## src/rtl/spq_pkg.sv

```systemverilog
package spq_pkg;

  // queue geometry
  localparam int unsigned DEPTH        = 16;
  localparam int unsigned PAYLOAD_BITS = 32;
  localparam int unsigned PRI_W        = 8;
  localparam int unsigned CNT_W        = $clog2(DEPTH + 1);

  // operation codes carried by the action field
  localparam logic ACT_INSERT = 1'b0;
  localparam logic ACT_POP    = 1'b1;

  // per-cycle command broadcast to every cell
  typedef struct packed {
    logic ins;  // insert the new word at its sorted place
    logic pop;  // shift everything one slot towards the head
  } spq_ctrl_t;

endpackage

```

## src/rtl/spq_cell.sv

```systemverilog
module spq_cell (
  input  logic                                  clk_i,
  input  spq_pkg::spq_ctrl_t                    ctrl_i,
  input  logic                                  occ_i,
  input  logic [spq_pkg::PRI_W-1:0]             new_pri_i,
  input  logic [spq_pkg::PAYLOAD_BITS-1:0]      new_pay_i,
  input  logic                                  keep_left_i,
  input  logic [spq_pkg::PRI_W-1:0]             left_pri_i,
  input  logic [spq_pkg::PAYLOAD_BITS-1:0]      left_pay_i,
  input  logic [spq_pkg::PRI_W-1:0]             right_pri_i,
  input  logic [spq_pkg::PAYLOAD_BITS-1:0]      right_pay_i,
  output logic                                  keep_o,
  output logic [spq_pkg::PRI_W-1:0]             pri_o,
  output logic [spq_pkg::PAYLOAD_BITS-1:0]      pay_o
);
  import spq_pkg::*;

  logic [PRI_W-1:0]        pri_q, pri_d;
  logic [PAYLOAD_BITS-1:0] pay_q, pay_d;

  // an occupied entry of greater or equal priority stays ahead of the new word
  assign keep_o = occ_i && (pri_q >= new_pri_i);

  // next slot contents: hold, take the new word, or shift from a neighbour
  always_comb begin
    pri_d = pri_q;
    pay_d = pay_q;
    if (ctrl_i.ins) begin
      if (!keep_o) begin
        if (keep_left_i) begin
          pri_d = new_pri_i;
          pay_d = new_pay_i;
        end else begin
          pri_d = left_pri_i;
          pay_d = left_pay_i;
        end
      end
    end else if (ctrl_i.pop) begin
      pri_d = right_pri_i;
      pay_d = right_pay_i;
    end
  end

  // slot storage, no reset needed: occupancy comes from the count
  always_ff @(posedge clk_i) begin
    pri_q <= pri_d;
    pay_q <= pay_d;
  end

  assign pri_o = pri_q;
  assign pay_o = pay_q;

endmodule

```

## src/rtl/stable_priority_queue_core.sv

```systemverilog
// Sorted priority queue built as a row of shift cells, head in cell 0.
// Result word is registered, valid in the cycle after its input is accepted.
// Throughput: one insert or pop per cycle unless a held result stalls; each
// cell compares with the new priority in parallel and shifts in the same cycle.
// Reset: count and output valid cleared asynchronously; slot data is not reset.
module stable_priority_queue_core (
  input  logic                                  clk_i,
  input  logic                                  rst_ni,
  input  logic                                  in_valid_i,
  output logic                                  in_ready_o,
  input  logic                                  action_i,
  input  logic [spq_pkg::PRI_W-1:0]             priority_req_i,
  input  logic [spq_pkg::PAYLOAD_BITS-1:0]      payload_i,
  output logic                                  out_valid_o,
  input  logic                                  out_ready_i,
  output logic                                  ok_o,
  output logic [spq_pkg::PRI_W-1:0]             out_priority_o,
  output logic [spq_pkg::PAYLOAD_BITS-1:0]      out_payload_o,
  output logic [spq_pkg::CNT_W-1:0]             entry_count_o
);
  import spq_pkg::*;

  logic                    accept;
  logic                    full, empty;
  logic                    do_ins, do_pop;
  spq_ctrl_t               ctrl;
  logic [CNT_W-1:0]        count_q, count_d;
  logic                    out_valid_q;
  logic                    ok_q;
  logic [PRI_W-1:0]        opri_q;
  logic [PAYLOAD_BITS-1:0] opay_q;
  logic [CNT_W-1:0]        ocnt_q;

  logic                    keep_w [DEPTH];
  logic [PRI_W-1:0]        pri_w  [DEPTH];
  logic [PAYLOAD_BITS-1:0] pay_w  [DEPTH];

  // output register frees as soon as its word is taken
  assign in_ready_o = !out_valid_q || out_ready_i;
  assign accept     = in_valid_i && in_ready_o;

  assign full   = (count_q == CNT_W'(DEPTH));
  assign empty  = (count_q == '0);
  assign do_ins = accept && (action_i == ACT_INSERT) && !full;
  assign do_pop = accept && (action_i == ACT_POP) && !empty;

  assign ctrl.ins = do_ins;
  assign ctrl.pop = do_pop;

  // entry count
  always_comb begin
    count_d = count_q;
    if (do_ins) begin
      count_d = count_q + CNT_W'(1);
    end else if (do_pop) begin
      count_d = count_q - CNT_W'(1);
    end
  end

  // row of cells, each wired to its neighbours
  for (genvar i = 0; i < DEPTH; i++) begin : g_cell
    logic                    keep_left;
    logic [PRI_W-1:0]        left_pri, right_pri;
    logic [PAYLOAD_BITS-1:0] left_pay, right_pay;

    if (i == 0) begin : g_head
      assign keep_left = 1'b1;
      assign left_pri  = '0;
      assign left_pay  = '0;
    end else begin : g_mid
      assign keep_left = keep_w[i-1];
      assign left_pri  = pri_w[i-1];
      assign left_pay  = pay_w[i-1];
    end

    if (i == DEPTH - 1) begin : g_tail
      assign right_pri = '0;
      assign right_pay = '0;
    end else begin : g_body
      assign right_pri = pri_w[i+1];
      assign right_pay = pay_w[i+1];
    end

    spq_cell u_cell (
      .clk_i       (clk_i),
      .ctrl_i      (ctrl),
      .occ_i       (CNT_W'(i) < count_q),
      .new_pri_i   (priority_req_i),
      .new_pay_i   (payload_i),
      .keep_left_i (keep_left),
      .left_pri_i  (left_pri),
      .left_pay_i  (left_pay),
      .right_pri_i (right_pri),
      .right_pay_i (right_pay),
      .keep_o      (keep_w[i]),
      .pri_o       (pri_w[i]),
      .pay_o       (pay_w[i])
    );
  end

  // control state
  always_ff @(posedge clk_i or negedge rst_ni) begin
    if (!rst_ni) begin
      count_q     <= '0;
      out_valid_q <= 1'b0;
    end else begin
      count_q <= count_d;
      if (accept) begin
        out_valid_q <= 1'b1;
      end else if (out_ready_i) begin
        out_valid_q <= 1'b0;
      end
    end
  end

  // result word
  always_ff @(posedge clk_i) begin
    if (accept) begin
      ok_q   <= do_ins || do_pop;
      opri_q <= do_pop ? pri_w[0] : '0;
      opay_q <= do_pop ? pay_w[0] : '0;
      ocnt_q <= count_d;
    end
  end

  assign out_valid_o    = out_valid_q;
  assign ok_o           = ok_q;
  assign out_priority_o = opri_q;
  assign out_payload_o  = opay_q;
  assign entry_count_o  = ocnt_q;

endmodule
```

## config.mk

```make
export PLATFORM = sky130hd
export DESIGN_NAME = stable_priority_queue_core
export DESIGN_NICKNAME = d
export VERILOG_FILES = /design/src/rtl/spq_pkg.sv /design/src/rtl/spq_cell.sv /design/src/rtl/stable_priority_queue_core.sv
export SDC_FILE = /design/constraint.sdc
export NUM_CORES = 2
export LEC_CHECK = 0
export BUFFER_PORTS_ARGS = -buffer_cell sky130_fd_sc_hd__buf_2
export CAP_MARGIN = 30
export CORE_MARGIN = 2
export CORE_UTILIZATION = 35
export CTS_CLUSTER_SIZE = 10
export DETAILED_ROUTE_END_ITERATION = 10
export PLACE_DENSITY = 0.56
export SYNTH_ARGS = -nofsm -noshare
export SYNTH_HDL_FRONTEND = slang
export SYNTH_SLANG_ARGS = --single-unit
export TNS_END_PERCENT = 30
```

## constraint.sdc

```tcl
create_clock -name clk_i -period 12.1 [get_ports clk_i]
set_clock_uncertainty 0.05 [all_clocks]
set_input_delay 1.21 -clock clk_i [delete_from_list [all_inputs] [get_ports clk_i]]
set_output_delay 1.21 -clock clk_i [all_outputs]
set_load 0.05 [all_outputs]
```

==> out/metrics.sh <==
DRT-PASS1-ITER-COUNT=6
SYN-INSTANCE-COUNT=3401
RSZ0062_AT_GRT='no'
CRITICAL_PATH.SLOWEST_CELL='buf_4'
CP_DATA_ARRIVAL_TIME_NS=5.41
POST-ROUTE-MIN-PERIOD_NS=4.96
SYNTHTOLAYOUTAREAGROWTH_PCT=11.0
WIRELENGTH_UM=133000
YOSYS.CELL_TYPES.COUNT=49
ANTENNA_FOUND_INITIAL=3
GRT_OVF=0
LAYOUT_COMMONEST_CELL='nand2_1'
TRACK_USAGE=0.236
REPORT.FINAL.SETUP_VIOL=0
CRIT_PATH_MAX_INCR_DELAY_NS=0.78
INSERTION_DELAY_NS=0.65
SYNTH_ASYNC_SR_FLOP_SHARE=0.00867
VIA_COUNT_OF_THE_FIRST_GLOBAL_ROUTING_PASS=28500
SYNTH-WARNING-COUNT=0
SYNTH.CELL_AREA_MM2=0.0374
CP_MOST_FREQUENT_CELL='buf_4'
PIN_COUNT=93
NFILLCELLS=10100
WIRE_LENGTH_PER_CELL_AFTER_DETAILED_ROUTING_UM=28.3
DOMINANT_SYNTHESIZED_FLOP_CELL='edfxtp_1'
IRDROPWORSTVDD_V=0.000168
FINAL_ANTENNA_NET_COUNT=0
FINAL.SETUP.TNS_NS=0
TRITONCTS.NUM_BUFFERS=81
CRITICAL_PATH_CELL_COUNT=9
CLKSINKCOUNT=692
PLACEMENT.IO_BUFFERS=92
FIRST_ITER_VIOLATIONS=4059
CRITICAL_PATH_BUF_INV_COUNT=4
DESIGN.CORE.AREA_MM2=0.106
POST-ROUTE-PERIOD-UTIL=0.410
TRITONCTS='built'
POWER.DENSITY_mW_PER_MM2=204
POWER_LEAKAGE_uW=0.0147
FMAX_MHz=202
MET1WIRELENGTH_UM=56700
START_UTIL=0.354
WORST_R2R_STARTPOINT='count_q[1]'
GRT_MAX_DEGREE=230
DIEAREA_MM2=0.109
MET2_WIRE_LEN_UM=59700
GP_CONGESTION=0.877
DPL.CELL_COUNT=4591
TIMING.SETUP.CRITICAL_PATH_CLASS='reg2reg'
POST_CTS.RESIZED_INSTANCES=0
CRITPATHLAUNCHTYPE='flip-flop'
CRIT_PATH_CELL_TRACE='inv_1 -> ha_1 -> and2_1 -> a2111oi_4 -> buf_4 -> buf_4 -> buf_4 -> and2_1 -> a221o_1'
FINALNONFILLERCELLS=4709
TIMING_MAX_TRANSITION_VIOLATIONS_FINAL=0
FINAL-HOLD-VIOLATION-COUNT=0
GRT_FIRST_PASS_WIRELENGTH_UM=194000
STATUS='complete, no violations'
HP-CLASS='in2async'
WORST_PATH_TOP_CELL_FAMILY_BY_DELAY='buffers and inverters'
DIE_HEIGHT_UM=331
CAP_VIOL_MAX_COUNT=0
CRIT_PATH_START='count_q[1]'
HOLD_SLACK_NS=0.336
TIMING.CRITICAL_PATH.REQUIRED_NS=12.55
SYNTH_NETS=3578
MAX_SLEW_MARGIN=0.244
POSTCTSSETUPBUFFERS=0
LAYOUT.CELLS.MOST_COMMON_LIST='723 x nand2_1, 686 x edfxtp_1, 513 x a21oi_1, 507 x a221o_1, 132 x ha_1'
CTS_MAX_LEVEL=3
STD_CELL_ROWS=119
CLOCK_INPUT_TRANSITION_AT_THE_SEQUENTIAL_CELLS_OF_THE_WORST_SETUP_AND_HOLD_PATHS_NS=0.06
POST-ROUTE-DRC-COUNT=0
CLOCK_TREE.BUFFER_DEPTH=3
CRITICAL_PATH_FANOUTS_MAX=83
CRITICAL_PATH.ENDPOINT_TYPE='flip-flop'
DIE_WIDTH_UM=331
WL_MET3_UM=12700
ROUTE.VIAS.TOTAL=30000
DRIVE_ABOVE_1_SHARE=0.102
SYNTH_SEQ_AREA_SHARE=0.555
NUMBER_OF_NETS_IN_THE_FINAL_LAYOUT=3463
SYNTH-SEQ-CELLS=692
RR_WORST_DEPTH=9
CTSHOLDBUFFERS=0
SYNTH_ENABLE_FLOP_CELLS=686
TOPROUTINGLAYERUSED='met5'
SYN_AVG_CELL_AREA_UM2=11.0
AVGVIACOUNTPERCELL=6.38
LEAST_MARGIN_PIN_SLEW_NS=1.13
CTS.ROOT.BUFFER_CELL='clkbuf_16'
POST-DP-HPWL_UM=77100
area by class of cell:
type,count,area [µm²],area share
multi-input cells,2303,15400,0.371
inverters,28,105,0.00253
repair buffers,180,1240,0.0298
clock inverters,10,118,0.00283
diodes,2,5.00,0.000121
clock buffers,103,2150,0.0518
flip-flops and latches,692,20700,0.500
well taps,1391,1740,0.0419
sequential cells by signal (all words and copies together), names as in the netlist:
| register | cells |
|---|---|
| g_cell.u_cell.pay_o | 512 |
| out_payload_o | 32 |
| entry_count_o | 5 |
| out_valid_o | 1 |
| count_q | 5 |
| out_priority_o | 8 |
| g_cell.u_cell.pri_o | 128 |
| ok_o | 1 |
report_power, final:
| part | switching, µW | total (µW) | leakage (µW) | internal, µW |
|---|---|---|---|---|
| Sequential | 277 | 3500 | 0.00660 | 3230 |
| Combinational | 2000 | 2720 | 0.00700 | 714 |
| Clock | 1010 | 2270 | 0.00110 | 1260 |
| Total | 3290 | 8490 | 0.0147 | 5200 |
stage by stage:
stage,total power [µW],area [µm²],setup WS (ns),util
detailed placement,6180,39200,6.88,0.371
global route,8740,41500,6.82,0.393
global placement,6120,39100,6.89,0.370
floorplan,5060,37400,5.82,-
finish,8490,41500,7.14,0.393
CTS,8430,41500,7.21,0.393
final timing paths:
kind / slack (ns) / endpoint
worst max register to register: 7.14 / g_cell[2].u_cell.pay_o[19]
min in group clk_i: 0.49 / g_cell[14].u_cell.pay_o[21]
worst min-delay path: 0.34 / count_q[4]
worst max-delay path: 7.14 / g_cell[2].u_cell.pay_o[19]
max in group asynchronous: 11.50 / count_q[0]
worst min register to register: 0.49 / g_cell[14].u_cell.pay_o[21]
cell usage after synthesis, types with 14 or more instances:
master	number	share of area
mux2i_1	40	0.011
edfxtp_1	686	0.55
clkbuf_1	255	0.026
nor2_1	16	0.0016
a221oi_1	14	0.0033
a21oi_1	514	0.069
o21ai_0	20	0.0027
o21ai_1	15	0.0020
a221o_1	507	0.14
inv_1	28	0.0028
nand2b_1	17	0.0028
buf_2	110	0.015
o211ai_1	41	0.0082
nand3_1	57	0.0076
and2_1	99	0.017
nand2_1	727	0.073
a21o_1	24	0.0048
ha_1	132	0.044
cells by family after synthesis:
logic type               share of synthesized area
AO/OA/AOI/OAI                                0.240
AND/OR/NAND/NOR                              0.103
flip-flops                                   0.555
buffers and inverters                       0.0453
adder cells (fa/ha/maj)                     0.0442
multiplexers                                0.0107
XOR/XNOR                                  0.000937
routing by layer:
metal / track usage / vias to the layer above
li1: - / 13000
met1: 0.337 / 15100
met2: 0.360 / 1674
met3: 0.0438 / 241
met4: 0.0802 / 2
met5: 0 / -
Note: power is estimated with default switching activity, not from simulation.
